<file path="src/design/mclk_pkg.sv">
package mclk_pkg;

  localparam int MAX_ROUNDS   = 64;
  localparam int LEN_W        = 7;
  localparam int KS_W         = 64;
  localparam int STATE_W      = 64;
  localparam int LEN_A        = 19;
  localparam int LEN_B        = 22;
  localparam int LEN_C        = 23;
  localparam int RND_PER_STG  = 8;
  localparam int NUM_STAGES   = (MAX_ROUNDS + RND_PER_STG - 1) / RND_PER_STG;
  localparam int RND_W        = $clog2(RND_PER_STG);
  localparam int STG_W        = (NUM_STAGES > 1) ? $clog2(NUM_STAGES) : 1;
  localparam int ADDR_W       = 3;
  localparam int DATA_W       = 32;

  localparam logic [LEN_W-1:0] LEN_RESET = LEN_W'(MAX_ROUNDS);
  localparam logic [LEN_W-1:0] LEN_MAX   = LEN_W'(MAX_ROUNDS);

  localparam logic REG_IDX_LENGTH = 1'b0;

  typedef struct packed {
    logic [LEN_C-1:0] c;
    logic [LEN_B-1:0] b;
    logic [LEN_A-1:0] a;
  } gen_state_t;

  typedef struct packed {
    gen_state_t       st;
    logic [KS_W-1:0]  acc;
    logic [LEN_W-1:0] len;
  } stage_data_t;

  function automatic logic ks_bit(input gen_state_t s);
    ks_bit = s.a[LEN_A-1] ^ s.b[LEN_B-1] ^ s.c[LEN_C-1];
  endfunction

  function automatic gen_state_t gen_step(input gen_state_t s);
    logic maj;
    gen_state_t n;
    maj = (s.a[8] & s.b[10]) | (s.b[10] & s.c[10]) | (s.c[10] & s.a[8]);
    n = s;
    if (s.a[8] == maj) begin
      n.a = {s.a[LEN_A-2:0], s.a[18] ^ s.a[17] ^ s.a[16] ^ s.a[13]};
    end
    if (s.b[10] == maj) begin
      n.b = {s.b[LEN_B-2:0], s.b[21] ^ s.b[20]};
    end
    if (s.c[10] == maj) begin
      n.c = {s.c[LEN_C-2:0], s.c[22] ^ s.c[21] ^ s.c[20] ^ s.c[7]};
    end
    gen_step = n;
  endfunction

endpackage

</file>
<file path="src/design/majority_clocked_lfsr_keystream_top.sv">
// Majority-clocked LFSR keystream generator (A5/1-style), pipelined.
// Input channel: in_valid/in_ready with in_initial_state, the packed
// generator state (A in bits 0-18, B in bits 19-40, C in bits 41-63).
// Output channel: out_valid/out_ready with out_keystream, one result per
// input transaction, in order. The first keystream bit is the highest
// used bit; bits above the configured length are zero.
// Config: APB register 0 (byte address 0) is keystream_length, 7 bits,
// reset 64; values above 64 are saturated to 64, 0 gives a zero result.
// Write it only while the pipeline is empty.
// Pipeline: eight register stages of eight generator clocks each. Throughput:
// one transaction per cycle while out_ready is high.
// Reset empties the pipeline and sets the length to 64.
// When out_ready is low the stages fill up; in_ready drops only once
// every stage holds a transaction, and nothing is dropped or repeated.
module majority_clocked_lfsr_keystream_top import mclk_pkg::*; (
  input  logic               clk,
  input  logic               rst_n,
  input  logic               in_valid,
  output logic               in_ready,
  input  logic [STATE_W-1:0] in_initial_state,
  output logic               out_valid,
  input  logic               out_ready,
  output logic [KS_W-1:0]    out_keystream,
  input  logic               psel,
  input  logic               penable,
  input  logic               pwrite,
  input  logic [ADDR_W-1:0]  paddr,
  input  logic [DATA_W-1:0]  pwdata,
  output logic [DATA_W-1:0]  prdata,
  output logic               pready
);

  logic [LEN_W-1:0] len_eff;
  logic             vld [NUM_STAGES+1];
  logic             rdy [NUM_STAGES+1];
  stage_data_t      dat [NUM_STAGES+1];

  mclk_cfg u_cfg (
    .clk     (clk),
    .rst_n   (rst_n),
    .psel    (psel),
    .penable (penable),
    .pwrite  (pwrite),
    .paddr   (paddr),
    .pwdata  (pwdata),
    .prdata  (prdata),
    .pready  (pready),
    .len_eff (len_eff)
  );

  assign vld[0]        = in_valid;
  assign in_ready      = rdy[0];
  assign dat[0].st     = gen_state_t'(in_initial_state);
  assign dat[0].acc    = '0;
  assign dat[0].len    = len_eff;

  for (genvar s = 0; s < NUM_STAGES; s++) begin : g_stage
    mclk_stage u_stage (
      .clk       (clk),
      .rst_n     (rst_n),
      .stage_idx (STG_W'(s)),
      .up_valid  (vld[s]),
      .up_ready  (rdy[s]),
      .up_data   (dat[s]),
      .dn_valid  (vld[s+1]),
      .dn_ready  (rdy[s+1]),
      .dn_data   (dat[s+1])
    );
  end

  assign out_valid          = vld[NUM_STAGES];
  assign rdy[NUM_STAGES]    = out_ready;
  assign out_keystream      = dat[NUM_STAGES].acc;

  a_upper_zero: assert property (@(posedge clk) disable iff (!rst_n)
    out_valid && dat[NUM_STAGES].len < LEN_MAX |->
      (out_keystream >> dat[NUM_STAGES].len) == '0)
    else $error("keystream bits set above configured length");

  a_zero_len: assert property (@(posedge clk) disable iff (!rst_n)
    out_valid && dat[NUM_STAGES].len == '0 |-> out_keystream == '0)
    else $error("nonzero keystream for zero length");

  a_backpressure: assert property (@(posedge clk) disable iff (!rst_n)
    !in_ready |-> !out_ready && out_valid && vld[1])
    else $error("input stalled while pipeline has room");

endmodule

</file>
<file path="src/design/mclk_cfg.sv">
module mclk_cfg import mclk_pkg::*; (
  input  logic              clk,
  input  logic              rst_n,
  input  logic              psel,
  input  logic              penable,
  input  logic              pwrite,
  input  logic [ADDR_W-1:0] paddr,
  input  logic [DATA_W-1:0] pwdata,
  output logic [DATA_W-1:0] prdata,
  output logic              pready,
  output logic [LEN_W-1:0]  len_eff
);

  logic [LEN_W-1:0] len_r;
  logic [LEN_W-1:0] len_nxt;
  logic             wr_len;

  assign pready = 1'b1;
  assign wr_len = psel && penable && pwrite && (paddr[ADDR_W-1] == REG_IDX_LENGTH);

  always_comb begin
    len_nxt = len_r;
    if (wr_len) begin
      len_nxt = pwdata[LEN_W-1:0];
    end
  end

  always_ff @(posedge clk) begin
    if (!rst_n) begin
      len_r <= LEN_RESET;
    end else begin
      len_r <= len_nxt;
    end
  end

  always_comb begin
    prdata = '0;
    if (paddr[ADDR_W-1] == REG_IDX_LENGTH) begin
      prdata = DATA_W'(len_r);
    end
  end

  assign len_eff = (len_r > LEN_MAX) ? LEN_MAX : len_r;

  a_len_write: assert property (@(posedge clk) disable iff (!rst_n)
    wr_len |=> len_r == $past(pwdata[LEN_W-1:0]))
    else $error("length register write lost");

  a_len_sat: assert property (@(posedge clk) disable iff (!rst_n)
    len_eff <= LEN_MAX && (len_r > LEN_MAX || len_eff == len_r))
    else $error("effective length out of range");

  a_len_hold: assert property (@(posedge clk) disable iff (!rst_n)
    !wr_len |=> $stable(len_r))
    else $error("length register changed without write");

endmodule

</file>
<file path="src/design/mclk_stage.sv">
module mclk_stage import mclk_pkg::*; (
  input  logic             clk,
  input  logic             rst_n,
  input  logic [STG_W-1:0] stage_idx,
  input  logic             up_valid,
  output logic             up_ready,
  input  stage_data_t      up_data,
  output logic             dn_valid,
  input  logic             dn_ready,
  output stage_data_t      dn_data
);

  logic        valid_r;
  logic        valid_nxt;
  stage_data_t data_r;
  stage_data_t data_nxt;

  always_comb begin
    gen_state_t       st;
    logic [KS_W-1:0]  acc;
    logic [LEN_W-1:0] rnd;
    st  = up_data.st;
    acc = up_data.acc;
    for (int j = 0; j < RND_PER_STG; j++) begin
      rnd = LEN_W'({stage_idx, RND_W'(j)});
      if (rnd < up_data.len) begin
        acc = {acc[KS_W-2:0], ks_bit(st)};
        st  = gen_step(st);
      end
    end
    data_nxt.st  = st;
    data_nxt.acc = acc;
    data_nxt.len = up_data.len;
  end

  assign up_ready  = !valid_r || dn_ready;
  assign valid_nxt = up_ready ? up_valid : valid_r;

  always_ff @(posedge clk) begin
    if (!rst_n) begin
      valid_r <= 1'b0;
    end else begin
      valid_r <= valid_nxt;
    end
  end

  always_ff @(posedge clk) begin
    if (up_valid && up_ready) begin
      data_r <= data_nxt;
    end
  end

  assign dn_valid = valid_r;
  assign dn_data  = data_r;

endmodule
</file>
<file path="config.mk">
export PLATFORM = sky130hd
export DESIGN_NAME = majority_clocked_lfsr_keystream_top
export DESIGN_NICKNAME = d
export VERILOG_FILES = /design/src/design/mclk_pkg.sv /design/src/design/majority_clocked_lfsr_keystream_top.sv /design/src/design/mclk_cfg.sv /design/src/design/mclk_stage.sv
export SDC_FILE = /design/constraint.sdc
export NUM_CORES = 2
export LEC_CHECK = 0
export BUFFER_PORTS_ARGS = -buffer_cell sky130_fd_sc_hd__buf_2
export CORE_UTILIZATION = 55
export CTS_BUF_LIST = sky130_fd_sc_hd__clkbuf_4
export CTS_CLUSTER_SIZE = 14
export DETAILED_ROUTE_END_ITERATION = 7
export HOLD_SLACK_MARGIN = 0.03
export PLACE_DENSITY = 0.72
export RECOVER_POWER = 50
export SETUP_SLACK_MARGIN = 0.05
export SLEW_MARGIN = 25
export SYNTH_ARGS = -nofsm -noshare
export SYNTH_HDL_FRONTEND = slang
export SYNTH_SLANG_ARGS = --single-unit
</file>
<file path="constraint.sdc">
create_clock -name clk -period 24.8 [get_ports clk]
set_clock_uncertainty 0.05 [all_clocks]
set_input_delay 3.72 -clock clk [delete_from_list [all_inputs] [get_ports clk]]
set_output_delay 3.72 -clock clk [all_outputs]
set_load 0.02 [all_outputs]
</file>
* Word-level counts from Yosys, hierarchy flattened *
Index checks and enable logic that the tools add are counted.

operators by class
  bitwise logic cells = 885
  equal/unequal tests = 189
  reduce and logical (&&, ||, !) cells = 27
  multiplexer cells = 318
  magnitude comparators = 65

operator list
  kind                  count
  $mux W64              119
  $mux W23              63
  $mux W22              63
  $mux W19              63
  $xor A1 B1 Y1         569
  $lt A6 B7 Y1 const A  32
  $and A1 B1 Y1         189
  $eq A1 B1 Y1          189
  $or A1 B1 Y1          126
  $lt A5 B7 Y1 const A  16
  $lt A4 B7 Y1 const A  8
  $lt A3 B7 Y1 const A  4
  $mux W7               3
  $lt A1 B7 Y1 const A  2
  $lt A2 B7 Y1 const A  2
  $logic_and A1 B1 Y1   11
  $logic_not A1 Y1      8
  $logic_or A1 B1 Y1    8
  $mux W8               1
  $gt A7 B7 Y1 const B  1
  $mux W6               1
  $mux W5               1
  $mux W4               1
  $mux W3               1
  3 further kinds       3

word-level totals
  logic and storage cells = 1,529
  bits in registers = 1,024
  output and inout bits = 99

* Depth between registers and ports, before layout *
  depth after elaboration = 48
  depth in mapped cells = 32
  depth with buffers taken out = 22

* By module *
From an unflattened synthesis, not the netlist that was laid out.

second synthesis, totals
  cells, all modules = 18,919
  area total of the unflattened synthesis = 144,920.2 µm²

modules (own cells, without submodules)
  module                                cells each  area an instance (µm²)  seq. area each (µm²)  times used
  mclk_stage at g_stage[1].u_stage ...  2,335       17,976.0                4,073.9               6
  mclk_stage at g_stage[0].u_stage      2,420       18,253.8                4,073.9               1
  mclk_stage at g_stage[7].u_stage      2,414       18,205.0                4,073.9               1
  mclk_cfg                              73          598.1                   140.1                 1
  majority_clocked_lfsr_keystream_top   2           7.5                     0.0                   1

* Worst setup path before layout *
No wires, ideal clock.

  path kind = input to register
  start = in out_ready
  end = reg g_stage[3].u_stage.data_r (netlist bit g_stage[3].u_stage.dn_data[0]), enable pin
  buffers on the path = 0
  arrival time = 11.683 ns
  data required time = 24.029 ns
  stages on the path = 4
  setup slack = 12.345 ns
  cells stage by stage = nor2b_1 -> and3_1 -> and2_0 -> a21boi_0

between the ends
  longest elaborated chain between the ends = 6

RTL lines
  element                          RTL line                                   text
  from (decl)                      majority_clocked_lfsr_keystream_top.sv:22  input logic out_ready,
  $logic_or A1 B1 Y1 (5 in a row)  mclk_stage.sv:36                           assign up_ready = !valid_r || dn_ready;
  $logic_and A1 B1 Y1              mclk_stage.sv:48                           if (up_valid && up_ready) begin
  to (signal assigned)             mclk_stage.sv:49                           data_r <= data_nxt;
  to (decl)                        mclk_stage.sv:15                           stage_data_t data_r;

No other way between the ends.
A chain may end at the register's enable or synchronous reset.

==> metrics.sh <==
RUN_STATUS='finished with violations'
FAILED_CHECKS='max-capacitance violations, max-slew violations'
GRT_MAX_DEGREE=98
POSTCTSRESIZEDCELLS=0
TIMING.HOLD.WORST.CLASS='reg -> reg'
DETAIL_ROUTE.VIAS_PER_CELL=6.489
DESIGN.CORE.AREA_MM2=0.1908
DRT_PASS1_ITERATIONS=6
TRITONCTS='done'
DRV_SLEW=1237
FIN_CRIT_SH_PCT=45.99
CTSROOTBUFFERMASTER='sky130_fd_sc_hd__clkbuf_4'
SYNTH.LIB_CELLS_USED.DISTINCT=145
SYNTH.CELLS.MOST_FREQUENT='sky130_fd_sc_hd__mux2i_1 (1869), sky130_fd_sc_hd__nand2_1 (1857), sky130_fd_sc_hd__nor2_1 (1851)'
PATH_CLK_SLEW_NS=0.06
HOLDBUFCOUNTCTS=0
CRIT_PATH_END_KIND='flip-flop'
REPORT.FINAL.SETUP_VIOL=0
MULTI_INPUT_COMB_AREA_MM2=0.07768
CTS_MAX_LEVEL=4
FILLERS=17779
WORST_EP_ARRIVAL_TIME_NS=12.43
TRITONCTS.NUM_BUFFERS=214
LEADING_CELL_TYPES_BY_TOTAL_AREA_AFTER_SYNTHESIS='sky130_fd_sc_hd__edfxtp_1 (22%), sky130_fd_sc_hd__mux2i_1 (18%), sky130_fd_sc_hd__nand2_1 (6.6%)'
AREA_GROWTH_PCT=3.738
SYNTHDOMINANTAREACELLTYPE='sky130_fd_sc_hd__edfxtp_1'
CRIT_PATH_CATEGORY='reg -> reg'
FOOTPRINT_OF_THE_FLIP_FLOPS_AND_LATCHES_MM2=0.02330
SYNTHMOSTINSTANTIATEDCELL='sky130_fd_sc_hd__mux2i_1'
SYNTHARSTFLOPSHARE_PCT=0
GRT_PASS1_WL_UM=501300
SYNTH.FF_LATCH_COUNT=781
CP-START-KIND='flip-flop'
REMAINING_DRC_ERRORS=0
WORSTPATHREQUIRED_NS=25.82
ROUTE.DETAILED.WL_PER_INST_UM=19.45
TIMING_WORST_SLEW_PIN_VALUE_NS=4.351
MAX_FREQ_MHz=87.67
RSZ0062_AT_GRT='no'
GRT_UTIL_ALL_LAYERS_PCT=31.08
HPWLAFTERDP_UM=243600
DIE-HEIGHT_UM=441.0
CTS_BUFFER_DEPTH=3
GP_ROUTABILITY_CONGESTION=0.9396
INITIAL_UTILIZATION_PCT=55.56
POST_SYNTH_EDFFS=766
NUMBER_OF_GLOBAL_ROUTE_VIAS_BEFORE_REPAIR=93939
TIMING.MAX_SLEW.REL_SLACK_PCT=-190.1
FINALHOLDVIOLCOUNT=0
GRT_REMAINING_OVERFLOW=0
TIMING.CRITICAL_PATH.FANOUT_MAX=67
PLACEMENT.IO_BUFFERS=151
SYNTHESIS.AREA_PER_INSTANCE_UM2=7.416
FLOORPLAN.ROWS=160
ANTENNA_FOUND_INITIAL=5
FINAL.MIN_CLOCK_PERIOD_NS=11.41
YOSYS_MOST_USED_DFF='sky130_fd_sc_hd__edfxtp_1'
CTS_POST_SETUP_BUFFERS_INSERTED=0
TOTALNEGATIVESETUPSLACK_NS=0
POST_SYNTH_INST_COUNT=14294
FIN_NETS=13847
CLOCK_LATENCY_NS=1.37
SYNTH_SEQUENTIAL_AREA_RATIO_PCT=21.98
MAX-CAP-VIOLATIONS=24
DETAIL_ROUTE.ITER0.VIOLATIONS=10507
PIN_COUNT=205
FINAL_LAYOUT_SIZE_SUFFIX_GT1_SHARE_PCT=9.465
DIE_WIDTH_UM=441.0
ANTENNA_VIOLATING_NETS_POST_ROUTE=0
FINAL_ROUTED_WIRELENGTH_ACROSS_ALL_METAL_LAYERS_UM=319300
YS.WARNINGS.COUNT=0
NUM_VIAS=106509
DESIGN.DIE.AREA_MM2=0.1945
CLK_SINK_COUNT=781
NETLIST.AREA_LEADER.SHARE_PCT=21.70
FINALCOREUTILIZATION_PCT=57.64
SYNTH.CELL_AREA_MM2=0.1060
==> layout by cell type, fill, tap and decap left out, types with 153 or more instances in the layout <==
cell,synthesis,layout
sky130_fd_sc_hd__o21ai_0,1282,1272
sky130_fd_sc_hd__mux2i_1,1869,1869
sky130_fd_sc_hd__edfxtp_1,766,766
sky130_fd_sc_hd__o211ai_1,188,188
sky130_fd_sc_hd__nor2_1,1851,1835
sky130_fd_sc_hd__xnor2_1,365,361
sky130_fd_sc_hd__mux2_2,153,153
sky130_fd_sc_hd__a21oi_1,1377,1362
sky130_fd_sc_hd__nand3_1,280,279
sky130_fd_sc_hd__nor3_1,202,185
sky130_fd_sc_hd__o22ai_1,287,279
sky130_fd_sc_hd__o22a_1,159,159
sky130_fd_sc_hd__a211oi_1,216,209
sky130_fd_sc_hd__a31oi_1,195,194
sky130_fd_sc_hd__clkbuf_4,0,277
sky130_fd_sc_hd__buf_4,148,230
sky130_fd_sc_hd__nand2_1,1857,1855
==> layout make-up <==
type	instances	share of cell area, %
Antenna cell	10	0.02276
Timing Repair Buffer	417	2.403
Sequential cell	781	21.19
Tap cell	2511	2.857
Clock buffer	277	1.891
Multi-Input combinational cell	12202	70.64
Inverter	125	0.4267
Clock inverter	92	0.5666
==> cells by family (layout without fill, tap and decap cells) <==
family | Yosys count | after routing | synth area share, %
xor gates and xnor gates | 506 | 506 | 4.208
buffers and inverters | 1335 | 911 | 5.574
and+or+nand+nor | 4888 | 4888 | 19.92
AOI/OAI and AO/OA | 4750 | 4750 | 28.91
muxes | 2032 | 2032 | 19.40
DFF | 781 | 781 | 21.98
other | 2 | 36 | 0.007085
==> routing by layer <==
layer / track usage (%) / share of wire [%] / vias up / routed length, um
met4: 9.789 / 2.8 / 2 / 9015
li1: - / - / 52012 / -
met3: 3.939 / 6.3 / 560 / 19960
met2: 51.26 / 47 / 3838 / 150000
met1: 42.01 / 44 / 50097 / 140200
met5: 0 / 0.028 / - / 88
==> worst max-delay path, stage by stage, from the launching register on <==
cell and delay (ns):
sky130_fd_sc_hd__edfxtp_1 0.53, sky130_fd_sc_hd__clkbuf_1 2.24, sky130_fd_sc_hd__or2_2 0.39, sky130_fd_sc_hd__clkbuf_1 2.03, sky130_fd_sc_hd__nor2_1 0.31, sky130_fd_sc_hd__nor2_4 0.18, sky130_fd_sc_hd__clkbuf_1 1.82, sky130_fd_sc_hd__o21ai_0 0.61
sky130_fd_sc_hd__o2bb2ai_1 0.72, sky130_fd_sc_hd__mux2i_1 0.30, sky130_fd_sc_hd__o21ai_0 0.13, sky130_fd_sc_hd__o22ai_1 0.48, sky130_fd_sc_hd__nand2_1 0.14, sky130_fd_sc_hd__o221ai_1 0.37, sky130_fd_sc_hd__mux2i_1 0.24, sky130_fd_sc_hd__o211ai_1 0.11
sky130_fd_sc_hd__xnor2_1 0.22, sky130_fd_sc_hd__xnor2_1 0.15, sky130_fd_sc_hd__o21ai_1 0.08
==> final timing paths <==
kind	to	slack, ns	start	cells after the start
worst max-delay path	g_stage[7].u_stage.dn_data[7]	13.39	g_stage[6].u_stage.dn_data[6]	18
worst min-delay path	g_stage[2].u_stage.dn_valid	0.44	g_stage[1].u_stage.dn_valid	2
worst max register to register	g_stage[7].u_stage.dn_data[7]	13.39	g_stage[6].u_stage.dn_data[6]	18
worst min register to register	g_stage[2].u_stage.dn_valid	0.44	g_stage[1].u_stage.dn_valid	2
==> state kept, by name, summed over array words and instances (netlist names) <==
name,count
g_stage.u_stage.dn_data,766
u_cfg.len_r,7
g_stage.u_stage.dn_valid,8
==> metrics by stage <==
step	worst slack [ns]	instances	instance area, um2	hold WS (ns)
floorplan	12.35	14318	106100	0.3706
global placement	12.84	16030	107300	0.4164
detailed placement	12.69	16033	107300	0.4287
CTS	14.17	16402	110000	0.4459
global route	12.53	16413	110000	0.4534
finish	13.39	16415	110000	0.4374
Power is left out: the tool's default activity adds up to more than one toggle a clock period on the data nets, which glitch-free logic cannot reach.
